$ cat src/rtl/zzti_pkg.sv
// Shared widths and reset constants for the zigzag transposition index.
package zzti_pkg;
    localparam int CHAR_W      = 8;
    localparam int ROW_W       = 13;
    localparam int PERIOD_W    = ROW_W + 1;
    localparam int DEF_MAX_LEN = 4096;
    localparam logic [ROW_W-1:0] ROW_RESET = 13'd3;
endpackage

$ cat src/rtl/zigzag_transposition_index.sv
// Throughput: one transfer per cycle; one input register, one restoring divide
// stage per length bit, three mapping stages. The whole pipe holds on output stall.
// Reset: rst_n clears all valid bits asynchronously and loads row_count with 3.
// The divider runs on the rows register directly; write it only while idle.
module zigzag_transposition_index
    import zzti_pkg::*;
#(
    parameter int MAX_LEN = DEF_MAX_LEN
) (
    input  logic                 clk,
    input  logic                 rst_n,
    input  logic                 row_count_we,
    input  logic [ROW_W-1:0]     row_count_wdata,
    input  logic                 s_axis_tvalid,
    output logic                 s_axis_tready,
    // char_in, char_position, message_length, zero fill
    input  logic [((CHAR_W+$clog2(MAX_LEN)+$clog2(MAX_LEN+1)+7)/8)*8-1:0] s_axis_tdata,
    output logic                 m_axis_tvalid,
    input  logic                 m_axis_tready,
    // char_out, dest_position, zero fill
    output logic [((CHAR_W+$clog2(MAX_LEN)+7)/8)*8-1:0] m_axis_tdata,
    // position_ok
    output logic                 m_axis_tuser
);
    localparam int PW    = $clog2(MAX_LEN);
    localparam int LW    = $clog2(MAX_LEN + 1);
    localparam int SW    = CHAR_W + PW + 2;
    localparam int CMP_W = (LW > ROW_W) ? LW : ROW_W;
    localparam int OUT_W = ((CHAR_W + PW + 7) / 8) * 8;

    logic [ROW_W-1:0]    row_count_reg;
    logic [ROW_W-1:0]    rows_eff;
    logic [PERIOD_W-1:0] period;
    logic                adv;

    logic [CHAR_W-1:0]   in_char;
    logic [PW-1:0]       in_pos;
    logic [LW-1:0]       in_len;
    logic [LW-1:0]       len_sat;
    logic                ok_next;
    logic                use_map_next;

    logic                in_vld_reg;
    logic [SW-1:0]       in_side_reg;
    logic [LW-1:0]       in_len_reg;
    logic [LW-1:0]       in_pos_reg;

    logic                vld_s  [0:LW];
    logic [SW-1:0]       side_s [0:LW];
    logic [LW-1:0]       lnum_s [0:LW];
    logic [PERIOD_W-1:0] lrem_s [0:LW];
    logic [LW-1:0]       lquo_s [0:LW];
    logic [LW-1:0]       pnum_s [0:LW];
    logic [PERIOD_W-1:0] prem_s [0:LW];
    logic [LW-1:0]       pquo_s [0:LW];

    logic                out_vld;
    logic [CHAR_W-1:0]   out_char;
    logic [PW-1:0]       out_dest;
    logic                out_ok;

    always_ff @(posedge clk or negedge rst_n)
    begin
        if (!rst_n)
        begin
            row_count_reg <= ROW_RESET;
        end
        else if (row_count_we)
        begin
            row_count_reg <= row_count_wdata;
        end
    end

    assign rows_eff = (row_count_reg == '0) ? ROW_W'(1) : row_count_reg;
    assign period   = {rows_eff, 1'b0} - PERIOD_W'(2);

    // hold every stage while the output transfer is pending
    assign adv           = !out_vld || m_axis_tready;
    assign s_axis_tready = adv;

    always_comb
    begin
        in_char = s_axis_tdata[CHAR_W-1:0];
        in_pos  = s_axis_tdata[CHAR_W+PW-1:CHAR_W];
        in_len  = s_axis_tdata[CHAR_W+PW+LW-1:CHAR_W+PW];
        len_sat = (CMP_W'(in_len) > CMP_W'(MAX_LEN)) ? LW'(MAX_LEN) : in_len;
        ok_next = CMP_W'(in_pos) < CMP_W'(len_sat);
        use_map_next = ok_next && (rows_eff > ROW_W'(1))
                    && (CMP_W'(rows_eff) < CMP_W'(len_sat));
    end

    always_ff @(posedge clk or negedge rst_n)
    begin
        if (!rst_n)
        begin
            in_vld_reg <= 1'b0;
        end
        else if (adv)
        begin
            in_vld_reg <= s_axis_tvalid;
        end
    end

    always_ff @(posedge clk)
    begin
        if (adv)
        begin
            in_side_reg <= {use_map_next, ok_next, in_pos, in_char};
            in_len_reg  <= len_sat;
            in_pos_reg  <= LW'(in_pos);
        end
    end

    assign vld_s[0]  = in_vld_reg;
    assign side_s[0] = in_side_reg;
    assign lnum_s[0] = in_len_reg;
    assign lrem_s[0] = '0;
    assign lquo_s[0] = '0;
    assign pnum_s[0] = in_pos_reg;
    assign prem_s[0] = '0;
    assign pquo_s[0] = '0;

    for (genvar i = 0; i < LW; i++)
    begin : g_div
        zzti_div_stage #(
            .LW  (LW),
            .SW  (SW),
            .BIT (LW - 1 - i)
        ) u_stage (
            .clk         (clk),
            .rst_n       (rst_n),
            .en          (adv),
            .vld_in      (vld_s[i]),
            .side_in     (side_s[i]),
            .period      (period),
            .len_num_in  (lnum_s[i]),
            .len_rem_in  (lrem_s[i]),
            .len_quo_in  (lquo_s[i]),
            .pos_num_in  (pnum_s[i]),
            .pos_rem_in  (prem_s[i]),
            .pos_quo_in  (pquo_s[i]),
            .vld_reg     (vld_s[i+1]),
            .side_reg    (side_s[i+1]),
            .len_num_reg (lnum_s[i+1]),
            .len_rem_reg (lrem_s[i+1]),
            .len_quo_reg (lquo_s[i+1]),
            .pos_num_reg (pnum_s[i+1]),
            .pos_rem_reg (prem_s[i+1]),
            .pos_quo_reg (pquo_s[i+1])
        );
    end

    zzti_map #(
        .LW (LW),
        .PW (PW),
        .SW (SW)
    ) u_map (
        .clk      (clk),
        .rst_n    (rst_n),
        .en       (adv),
        .vld_in   (vld_s[LW]),
        .side_in  (side_s[LW]),
        .rows     (rows_eff),
        .period   (period),
        .full     (lquo_s[LW]),
        .tail     (lrem_s[LW]),
        .blk      (pquo_s[LW]),
        .off      (prem_s[LW]),
        .vld_reg  (out_vld),
        .char_reg (out_char),
        .dest_reg (out_dest),
        .ok_reg   (out_ok)
    );

    assign m_axis_tvalid = out_vld;
    assign m_axis_tdata  = OUT_W'({out_dest, out_char});
    assign m_axis_tuser  = out_ok;
endmodule

$ cat src/rtl/zzti_div_stage.sv
// One restoring divide step for length and position by the zigzag period.
module zzti_div_stage
    import zzti_pkg::*;
#(
    parameter int LW  = 13,
    parameter int SW  = 22,
    parameter int BIT = 0
) (
    input  logic                clk,
    input  logic                rst_n,
    input  logic                en,
    input  logic                vld_in,
    input  logic [SW-1:0]       side_in,
    input  logic [PERIOD_W-1:0] period,
    input  logic [LW-1:0]       len_num_in,
    input  logic [PERIOD_W-1:0] len_rem_in,
    input  logic [LW-1:0]       len_quo_in,
    input  logic [LW-1:0]       pos_num_in,
    input  logic [PERIOD_W-1:0] pos_rem_in,
    input  logic [LW-1:0]       pos_quo_in,
    output logic                vld_reg,
    output logic [SW-1:0]       side_reg,
    output logic [LW-1:0]       len_num_reg,
    output logic [PERIOD_W-1:0] len_rem_reg,
    output logic [LW-1:0]       len_quo_reg,
    output logic [LW-1:0]       pos_num_reg,
    output logic [PERIOD_W-1:0] pos_rem_reg,
    output logic [LW-1:0]       pos_quo_reg
);
    logic [PERIOD_W:0]   len_trial;
    logic [PERIOD_W:0]   pos_trial;
    logic                len_ge;
    logic                pos_ge;
    logic [PERIOD_W-1:0] len_rem_next;
    logic [PERIOD_W-1:0] pos_rem_next;
    logic [LW-1:0]       len_quo_next;
    logic [LW-1:0]       pos_quo_next;

    always_comb
    begin
        len_trial = {len_rem_in, len_num_in[BIT]};
        pos_trial = {pos_rem_in, pos_num_in[BIT]};
        len_ge    = len_trial >= {1'b0, period};
        pos_ge    = pos_trial >= {1'b0, period};
        len_rem_next = len_ge ? PERIOD_W'(len_trial - {1'b0, period})
                              : PERIOD_W'(len_trial);
        pos_rem_next = pos_ge ? PERIOD_W'(pos_trial - {1'b0, period})
                              : PERIOD_W'(pos_trial);
        len_quo_next      = len_quo_in;
        len_quo_next[BIT] = len_ge;
        pos_quo_next      = pos_quo_in;
        pos_quo_next[BIT] = pos_ge;
    end

    always_ff @(posedge clk or negedge rst_n)
    begin
        if (!rst_n)
        begin
            vld_reg <= 1'b0;
        end
        else if (en)
        begin
            vld_reg <= vld_in;
        end
    end

    always_ff @(posedge clk)
    begin
        if (en)
        begin
            side_reg    <= side_in;
            len_num_reg <= len_num_in;
            len_rem_reg <= len_rem_next;
            len_quo_reg <= len_quo_next;
            pos_num_reg <= pos_num_in;
            pos_rem_reg <= pos_rem_next;
            pos_quo_reg <= pos_quo_next;
        end
    end
endmodule

$ cat src/rtl/zzti_map.sv
// Three-stage row/column mapping from block and offset to destination index.
module zzti_map
    import zzti_pkg::*;
#(
    parameter int LW = 13,
    parameter int PW = 12,
    parameter int SW = 22
) (
    input  logic                clk,
    input  logic                rst_n,
    input  logic                en,
    input  logic                vld_in,
    input  logic [SW-1:0]       side_in,
    input  logic [ROW_W-1:0]    rows,
    input  logic [PERIOD_W-1:0] period,
    input  logic [LW-1:0]       full,
    input  logic [PERIOD_W-1:0] tail,
    input  logic [LW-1:0]       blk,
    input  logic [PERIOD_W-1:0] off,
    output logic                vld_reg,
    output logic [CHAR_W-1:0]   char_reg,
    output logic [PW-1:0]       dest_reg,
    output logic                ok_reg
);
    localparam int ADD_W  = LW + 1;
    localparam int CORR_W = PERIOD_W + 1;
    localparam int PROD_W = LW + PERIOD_W;
    localparam int SUM_W  = PROD_W + 1;

    // side layout, low bits up: char, position, ok, use_map
    logic [PERIOD_W-1:0] rows_w;
    logic [PERIOD_W-1:0] row;
    logic                col;
    logic [PERIOD_W-1:0] coef_next;
    logic [ADD_W-1:0]    add_next;
    logic [CORR_W-1:0]   corr_next;
    logic [CORR_W-1:0]   wrap;
    logic [CORR_W-1:0]   two_rows;

    logic                m1_vld_reg;
    logic [SW-1:0]       m1_side_reg;
    logic [LW-1:0]       m1_full_reg;
    logic [PERIOD_W-1:0] m1_coef_reg;
    logic [ADD_W-1:0]    m1_add_reg;
    logic [CORR_W-1:0]   m1_corr_reg;

    logic                m2_vld_reg;
    logic [SW-1:0]       m2_side_reg;
    logic [PROD_W-1:0]   m2_prod_reg;
    logic [CORR_W+ADD_W-1:0] m2_sum_reg;

    logic [SUM_W-1:0]    d_full;
    logic [PW-1:0]       dest_next;

    always_comb
    begin
        rows_w = PERIOD_W'(rows);
        if (off < rows_w)
        begin
            row = off;
            col = 1'b0;
        end
        else
        begin
            row = period - off;
            col = 1'b1;
        end

        if (row == '0)
        begin
            coef_next = '0;
            add_next  = ADD_W'(blk);
        end
        else if (row == rows_w - PERIOD_W'(1))
        begin
            coef_next = PERIOD_W'({rows_w, 1'b0} - (PERIOD_W + 1)'(3));
            add_next  = ADD_W'(blk);
        end
        else
        begin
            coef_next = PERIOD_W'({row, 1'b0} - (PERIOD_W + 1)'(1));
            add_next  = {blk, col};
        end

        // partial final block correction
        two_rows = {rows_w, 1'b0};
        wrap     = CORR_W'(tail) + CORR_W'(row) + CORR_W'(1);
        if (tail < row)
        begin
            corr_next = CORR_W'(tail);
        end
        else if (tail <= rows_w)
        begin
            corr_next = CORR_W'(row);
        end
        else if (wrap > two_rows)
        begin
            corr_next = CORR_W'(row) + (wrap - two_rows);
        end
        else
        begin
            corr_next = CORR_W'(row);
        end
    end

    always_comb
    begin
        d_full    = SUM_W'(m2_prod_reg) + SUM_W'(m2_sum_reg);
        dest_next = m2_side_reg[PW+CHAR_W+1] ? PW'(d_full)
                                             : m2_side_reg[PW+CHAR_W-1:CHAR_W];
    end

    always_ff @(posedge clk or negedge rst_n)
    begin
        if (!rst_n)
        begin
            m1_vld_reg <= 1'b0;
            m2_vld_reg <= 1'b0;
            vld_reg    <= 1'b0;
        end
        else if (en)
        begin
            m1_vld_reg <= vld_in;
            m2_vld_reg <= m1_vld_reg;
            vld_reg    <= m2_vld_reg;
        end
    end

    always_ff @(posedge clk)
    begin
        if (en)
        begin
            m1_side_reg <= side_in;
            m1_full_reg <= full;
            m1_coef_reg <= coef_next;
            m1_add_reg  <= add_next;
            m1_corr_reg <= corr_next;

            m2_side_reg <= m1_side_reg;
            m2_prod_reg <= PROD_W'(m1_full_reg) * PROD_W'(m1_coef_reg);
            m2_sum_reg  <= (CORR_W + ADD_W)'(m1_add_reg) + (CORR_W + ADD_W)'(m1_corr_reg);

            char_reg <= m2_side_reg[CHAR_W-1:0];
            ok_reg   <= m2_side_reg[PW+CHAR_W];
            dest_reg <= dest_next;
        end
    end
endmodule

$ cat config.mk
export PLATFORM = sky130hd
export DESIGN_NAME = zigzag_transposition_index
export DESIGN_NICKNAME = d
export VERILOG_FILES = /design/src/rtl/zzti_pkg.sv /design/src/rtl/zigzag_transposition_index.sv /design/src/rtl/zzti_div_stage.sv /design/src/rtl/zzti_map.sv
export SDC_FILE = /design/constraint.sdc
export NUM_CORES = 2
export LEC_CHECK = 0
export BUFFER_PORTS_ARGS = -buffer_cell sky130_fd_sc_hd__buf_2
export CORE_ASPECT_RATIO = 0.75
export CORE_MARGIN = 3
export CORE_UTILIZATION = 50
export DETAILED_ROUTE_END_ITERATION = 10
export HOLD_SLACK_MARGIN = 0.05
export PLACE_DENSITY_LB_ADDON = 0.25
export REMOVE_ABC_BUFFERS = 1
export SLEW_MARGIN = 20
export SYNTH_ARGS = -nofsm -noshare
export SYNTH_HDL_FRONTEND = slang
export SYNTH_SLANG_ARGS = --single-unit
$ cat constraint.sdc
create_clock -name clk -period 25.8 [get_ports clk]
set_input_delay 0 -clock clk [delete_from_list [all_inputs] [get_ports clk]]
set_output_delay 0 -clock clk [all_outputs]
set_load 0.02 [all_outputs]
# Word level (Yosys, flattened, before mapping)
# Cells that the tools add are included.
# W data, S select, Z words.
[totals]
reg_bits = 1192
input_bits = 58
out_inout_bits = 27
wordCells = 237
[classes]
addsub = 37
multipliers = 1
order_cmp = 34
eq_ne = 1
n_mux = 36
n_reduce_logical = 6
[ops]
columns = ["op", "n"]
rows = [
  ["$mux W14", 26],
  ["$ge A15 B14 Y1", 24],
  ["$sub A14 B14 Y14", 25],
  ["$mux W12", 6],
  ["$add A12 B12 Y12", 3],
  ["$sub A14 B2 Y14 const B", 2],
  ["$mux W13", 2],
  ["$add A14 B14 Y15", 1],
  ["$add A15 B1 Y15 const B", 1],
  ["$gt A15 B14 Y1", 1],
  ["$eq A14 B14 Y1", 1],
  ["$ge A1 B14 Y1", 1],
  ["$ge A1 B14 Y1 const A", 1],
  ["$le A14 B13 Y1", 1],
  ["$logic_not A14 Y1", 1],
  ["$lt A14 B13 Y1", 1],
  ["$lt A14 B14 Y1", 1],
  ["$mul A13 B14 Y12", 1],
  ["$sub A1 B14 Y14", 1],
  ["$sub A1 B14 Y14 const A", 1],
  ["$sub A13 B1 Y14 const B", 1],
  ["$sub A14 B1 Y14 const B", 1],
  ["$gt A13 B1 Y1 const B", 1],
  ["$gt A13 B13 Y1 const B", 1],
  ["8 further kinds", 10],
]

# Longest topological paths before layout
[depth]
word_depth = 12
ltp_mapped = 32
depth_no_buf = 29

# Modules after synthesis
# From an unflattened synthesis, not the netlist that was laid out.
[unflattened]
hier_cells = 6093
hier_area_um2 = 79957.9
[by_module_without_submodules]
columns = ["module", "instances", "cells_each", "area_per_inst_um2", "seq_area_each_um2"]
rows = [
  ["zzti_div_stage at g_div[0].u_stage ...", 12, 359, 5004.8, 3088.0],
  ["zzti_map", 1, 1238, 12430.7, 4189.0],
  ["zzti_div_stage at g_div[3].u_stage", 1, 344, 4953.5, 3088.0],
  ["zigzag_transposition_index", 1, 203, 2516.2, 1403.8],
]

# Worst setup path before layout
# OpenSTA, ideal clock, no wires.
[synth_path]
path_type = "register -> register"
startpoint = "reg u_map.vld_reg"
endpoint = "reg g_div[0].u_stage.len_num_reg[0], enable pin"
arrival_ns = 21.156
path_slack_ns = 3.261
path_stages_with_launch = 5
cell_sequence = "dfrtp_1 > nor2b_1 > clkbuf_1 > clkbuf_1 > inv_1"
[synth_via]
elab_chain_len = 2
[synth_rtl]
columns = ["element", "line", "rtl"]
rows = [
  ["from (decl)", "zzti_map.sv:20", "output logic vld_reg,"],
  ["from (signal assigned)", "zzti_map.sv:125", "vld_reg <= m2_vld_reg;"],
  ["$logic_not A1 Y1", "zigzag_transposition_index.sv:78", "assign adv = !out_vld || m_axis_tready;"],
  ["$logic_or A1 B1 Y1", "zigzag_transposition_index.sv:78", ""],
  ["named net s_axis_tready", "zigzag_transposition_index.sv:15", "output logic s_axis_tready,"],
  ["to (signal assigned)", "zzti_div_stage.sv:72", "len_num_reg <= len_num_in;"],
  ["to (decl)", "zzti_div_stage.sv:23", "output logic [LW-1:0] len_num_reg,"],
]
# The timed path passes the listed nets, and every way through them passes these cells.
# A chain may end at the register's enable or synchronous reset.

# Worst setup path after layout
[layout_path]
startpoint = "reg row_count_reg[3]"
endpoint = "reg u_map.m1_corr_reg[11] (data pin)"
[layout_via]
elab_chain_len = 12
elab_cells_between_ends = 16
cone_classes = "add/sub (6); order compare (4); mux (5); reduce/logical (1)"
[layout_rtl]
columns = ["element", "line", "rtl"]
rows = [
  ["from (decl)", "zigzag_transposition_index.sv:31", "logic [ROW_W-1:0] row_count_reg;"],
  ["from (signal assigned)", "zigzag_transposition_index.sv:70", "row_count_reg <= row_count_wdata;"],
  ["$logic_not A13 Y1 (*)", "zigzag_transposition_index.sv:74", "assign rows_eff = (row_count_reg == '0) ? ROW_W'(1) : row_count_reg;"],
  ["$mux W13 (*)", "zigzag_transposition_index.sv:74", ""],
  ["$sub A14 B2 Y14 (*)", "zigzag_transposition_index.sv:75", "assign period = {rows_eff, 1'b0} - PERIOD_W'(2);"],
  ["named net g_div[0].u_stage.period[1]", "zzti_div_stage.sv:14", "input logic [PERIOD_W-1:0] period,"],
  ["$sub A14 B14 Y14 (*)", "zzti_map.sv:65", "row = period - off;"],
  ["$mux W14 (*)", "zzti_map.sv:58", "if (off < rows_w)"],
  ["$add A14 B14 Y15", "zzti_map.sv:87", "wrap = CORR_W'(tail) + CORR_W'(row) + CORR_W'(1);"],
  ["$add A15 B1 Y15", "zzti_map.sv:87", ""],
  ["$sub A12 B12 Y12", "zzti_map.sv:98", "corr_next = CORR_W'(row) + (wrap - two_rows);"],
  ["$add A12 B12 Y12", "zzti_map.sv:98", ""],
  ["$mux W12", "zzti_map.sv:96", "else if (wrap > two_rows)"],
  ["$mux W12", "zzti_map.sv:92", "else if (tail <= rows_w)"],
  ["$mux W12 (*)", "zzti_map.sv:88", "if (tail < row)"],
  ["named net u_map.corr_next[11]", "zzti_map.sv:36", "logic [CORR_W-1:0] corr_next;"],
  ["to (signal assigned)", "zzti_map.sv:137", "m1_corr_reg <= corr_next;"],
  ["to (decl)", "zzti_map.sv:45", "logic [CORR_W-1:0] m1_corr_reg;"],
]
# Mark *: on every way through the listed nets, which the timed path passes. The rest lies on a longest branch.

==> results by group <==
Status
  – Status: complete, no violations

Place
  – IO buf count: 73
  – Gp weighted congestion: 0.916
  – Detailed placer's ending HPWL: 86800 um

CTS
  – Setup repair bufs after CTS: 0
  – CTS tree: yes
  – H-tree depth: 3
  – Num CTS Buffers: 107
  – Num Clock Sinks: 1073
  – Max clock buf depth: 3
  – Clk slew on worst S/H paths: 60 ps
  – Worst-Skew Late Latency: 730 ps
  – Root Driver: clkbuf_16

Synth
  – #FFs+latches synth: 1073
  – Yosys Warn Count: 0
  – Post-synth EDFFs: 1043
  – Synthesized-area fraction occupied by and/or/nand/nor cells: 7.27%
  – Yosys cell types: 90
  – Mux contribution to synthesized area: 2.67%
  – Seq/Total Area, Yosys: 56.1%
  – Avg Inst Size Synth: 12.7 sq um
  – FFs w/ async S/R, synth: 2.80%
  – Synth Area in Compound Gates: 12.9%
  – Synth Area in XOR/XNOR: 5.13%
  – Largest family of logic cells by synthesized area: adder cells
  – Syn Inst Count: 4487
  – Ys flop type: edfxtp_1
  – Synthesized area: 0.0572 sq mm
  – Adder-cell share of the synthesized area: 13.2%

Drt
  – Vias/cell: 5.62
  – Routed Antenna Nets: 0
  – Drt total wl: 126000 um
  – Drt first pass iters: 6
  – DR DRC count: 0
  – Via count: 35646
  – DR WL/cell: 19.8 um
  – Iter 0 DRT Violations: 2772

STA
  – Final slew viol count: 0
  – RSZ-0062 raised after global routing: false
  – Highest clock rate: 112 MHz
  – Period utilization: 34.7%
  – Setup TNS: 0 ps
  – Worst Tran Pin Value: 1200 ps
  – Final setup fails: 0
  – Min Tclk post-route: 8950 ps
  – Rel. slew slack: 20.3%
  – Final Hold Vio Count: 0
  – Clock Skews: 56.2 ps

Worst setup path
  – FF-to-FF Start: row_count_reg[3]
  – Critical Path AT: 9370 ps
  – Crit start category: register
  – R2R Path End: u_map.m1_corr_reg[11]
  – Critical Path RT: 26220 ps
  – FF-to-FF setup slack: 16850 ps
  – Critical path endpoint category: register
  – Worst setup path class: register to register
  – Worst Reg2Reg Path Length in Cells: 27
  – CP max FO: 19
  – CP startpoint: row_count_reg[3]
  – Worst Setup EP: u_map.m1_corr_reg[11]

Global route
  – Global-route wire length before repair: 195000 um
  – Vias in the first global route: 34101
  – GRT overflow: 0
  – Total track usage: 21.1%
  – Largest net degree at the start of global routing: 206
  – Antenna violations before repair: 5

Final layout
  – Layout Nets: 5351
  – P&R area growth vs syn: 12.8%
  – # diodes: 0
  – Max FFs per register: 275
  – Share of layout cells above drive strength 1: 10.1%

Die
  – Die W: 397 um
  – # rows: 106
  – Die ar.: 0.119 sq mm
  – Initial core utilization: 50.9%
  – Die Span Y: 299 um
  – Core area: 0.112 sq mm
  – # IOs: 85

Min path
  – Hold path depth: 2
  – Min-delay src: s_axis_tdata[12]
  – Worst Hold Class: input pin to register

Flow run
  – Maxcap violations: 0
==> worst min path at each step <==
stage               slack, ps                       end
global route               90           in_side_reg[12]
detailed placement        110             u_map.vld_reg
finish                    110           in_side_reg[12]
floorplan                -300  g_div[0].u_stage.vld_reg
global placement          100             u_map.vld_reg
CTS                        60           in_side_reg[12]
==> per-stage QoR <==
stage	area [sq um]	instances	util [%]	worst slack (ps)	hold slack (ps)
after floorplan	56800	4399	-	3420	-296
after global placement	59700	6036	53.1	17140	99.3
after detailed placement	59700	6036	53.1	17150	114
after CTS	64400	6334	57.3	17060	59.2
after global routing	64500	6338	57.3	16480	92.2
final	64500	6338	57.3	16850	113
==> final cells by class <==
class | instances | area [sq um]
clock buffer | 122 | 2730
clock inverter | 79 | 966
fill | 9227 | 48000
inverter | 295 | 1120
multi-input combinational | 3031 | 23900
sequential | 1073 | 32100
tap | 1512 | 1890
timing repair buffer | 226 | 1860
==> metal layers <==
layer	track usage (%)	up-vias	routed length (um)
met5	0	-	0
met4	5.67	0	3220
met3	4.76	184	9430
met2	29.9	954	51400
met1	32.4	17179	61500
li1	-	17329	-
==> Yosys cell counts (8+ instances only) <==
cell type / n / share of area [%]
a21oi_1: 209 / 1.8
nand4b_1: 26 / 0.40
o31ai_1: 24 / 0.32
nand2b_1: 33 / 0.36
a221oi_1: 25 / 0.38
mux2_4: 9 / 0.24
nor3_1: 60 / 0.53
o21a_1: 49 / 0.64
o31ai_2: 8 / 0.18
a211oi_1: 62 / 0.81
ha_1: 483 / 11
nor2b_1: 23 / 0.25
a311o_1: 8 / 0.14
o21bai_1: 59 / 0.77
edfxtp_1: 1043 / 55
o41ai_1: 42 / 0.64
nand3_1: 21 / 0.18
o21ai_0: 307 / 2.7
mux2_2: 97 / 1.9
and2_1: 25 / 0.27
inv_1: 294 / 1.9
mux2i_1: 30 / 0.53
a21o_1: 246 / 3.2
xor2_1: 100 / 1.5
or2_2: 11 / 0.12
a31oi_1: 8 / 0.088
o32ai_1: 13 / 0.20
buf_2: 8 / 0.070
clkbuf_1: 78 / 0.51
nand4_1: 62 / 0.68
fa_1: 76 / 2.7
dfrtp_1: 28 / 1.2
xnor2_1: 230 / 3.5
nand2_1: 380 / 2.5
nor2_1: 182 / 1.2
==> kinds of logic (layout without fill, tap and decap cells) <==
kind of cell,after synthesis,count (layout)
xor gates and xnor gates,332,332
muxes,136,136
other,1,10
AOI/OAI and AO/OA,1122,1122
buffers and inverters,392,722
DFF,1073,1073
adders and majority gates,559,559
and+or+nand+nor,872,872
==> layout by cell type, fill, tap and decap left out, types with 60 or more instances in the layout <==
cell,instances
xnor2_1,225
nand4_1,62
ha_1,482
xor2_1,100
mux2_2,97
nand2_1,380
clkbuf_16,107
inv_1,292
a211oi_1,62
o21ai_0,307
a21oi_1,209
nor2_1,182
a21o_1,246
dlygate4sd3_1,96
edfxtp_1,1043
fa_1,76
buf_2,73
nor3_1,60
==> timing repair <==
action	in CTS	in global routing
hold buffers	97	0
hold endpoints to repair	94	0
gates resized for setup	0	0
==> critical path, cell delays in order (launching register included) <==
cell	delay, ps
dfrtp_1	540
nor4_4	570
a41oi_4	170
buf_4	300
ha_2	300
nor3b_1	170
xnor2_1	520
ha_1	310
nand2_1	70
a211oi_1	570
nor2_1	110
xnor2_1	200
a21oi_1	430
inv_1	210
ha_1	280
or4_1	600
a31oi_1	250
o21ai_0	100
and3_1	220
ha_1	290
and4_1	230
a2111oi_0	110
nand2_1	80
a31oi_1	50
o311ai_0	660
o311ai_4	490
nor2b_1	280
nor3_1	500
Power is not shown: default switching activity piles up to over one toggle a cycle in this logic, so the estimate is an artifact.
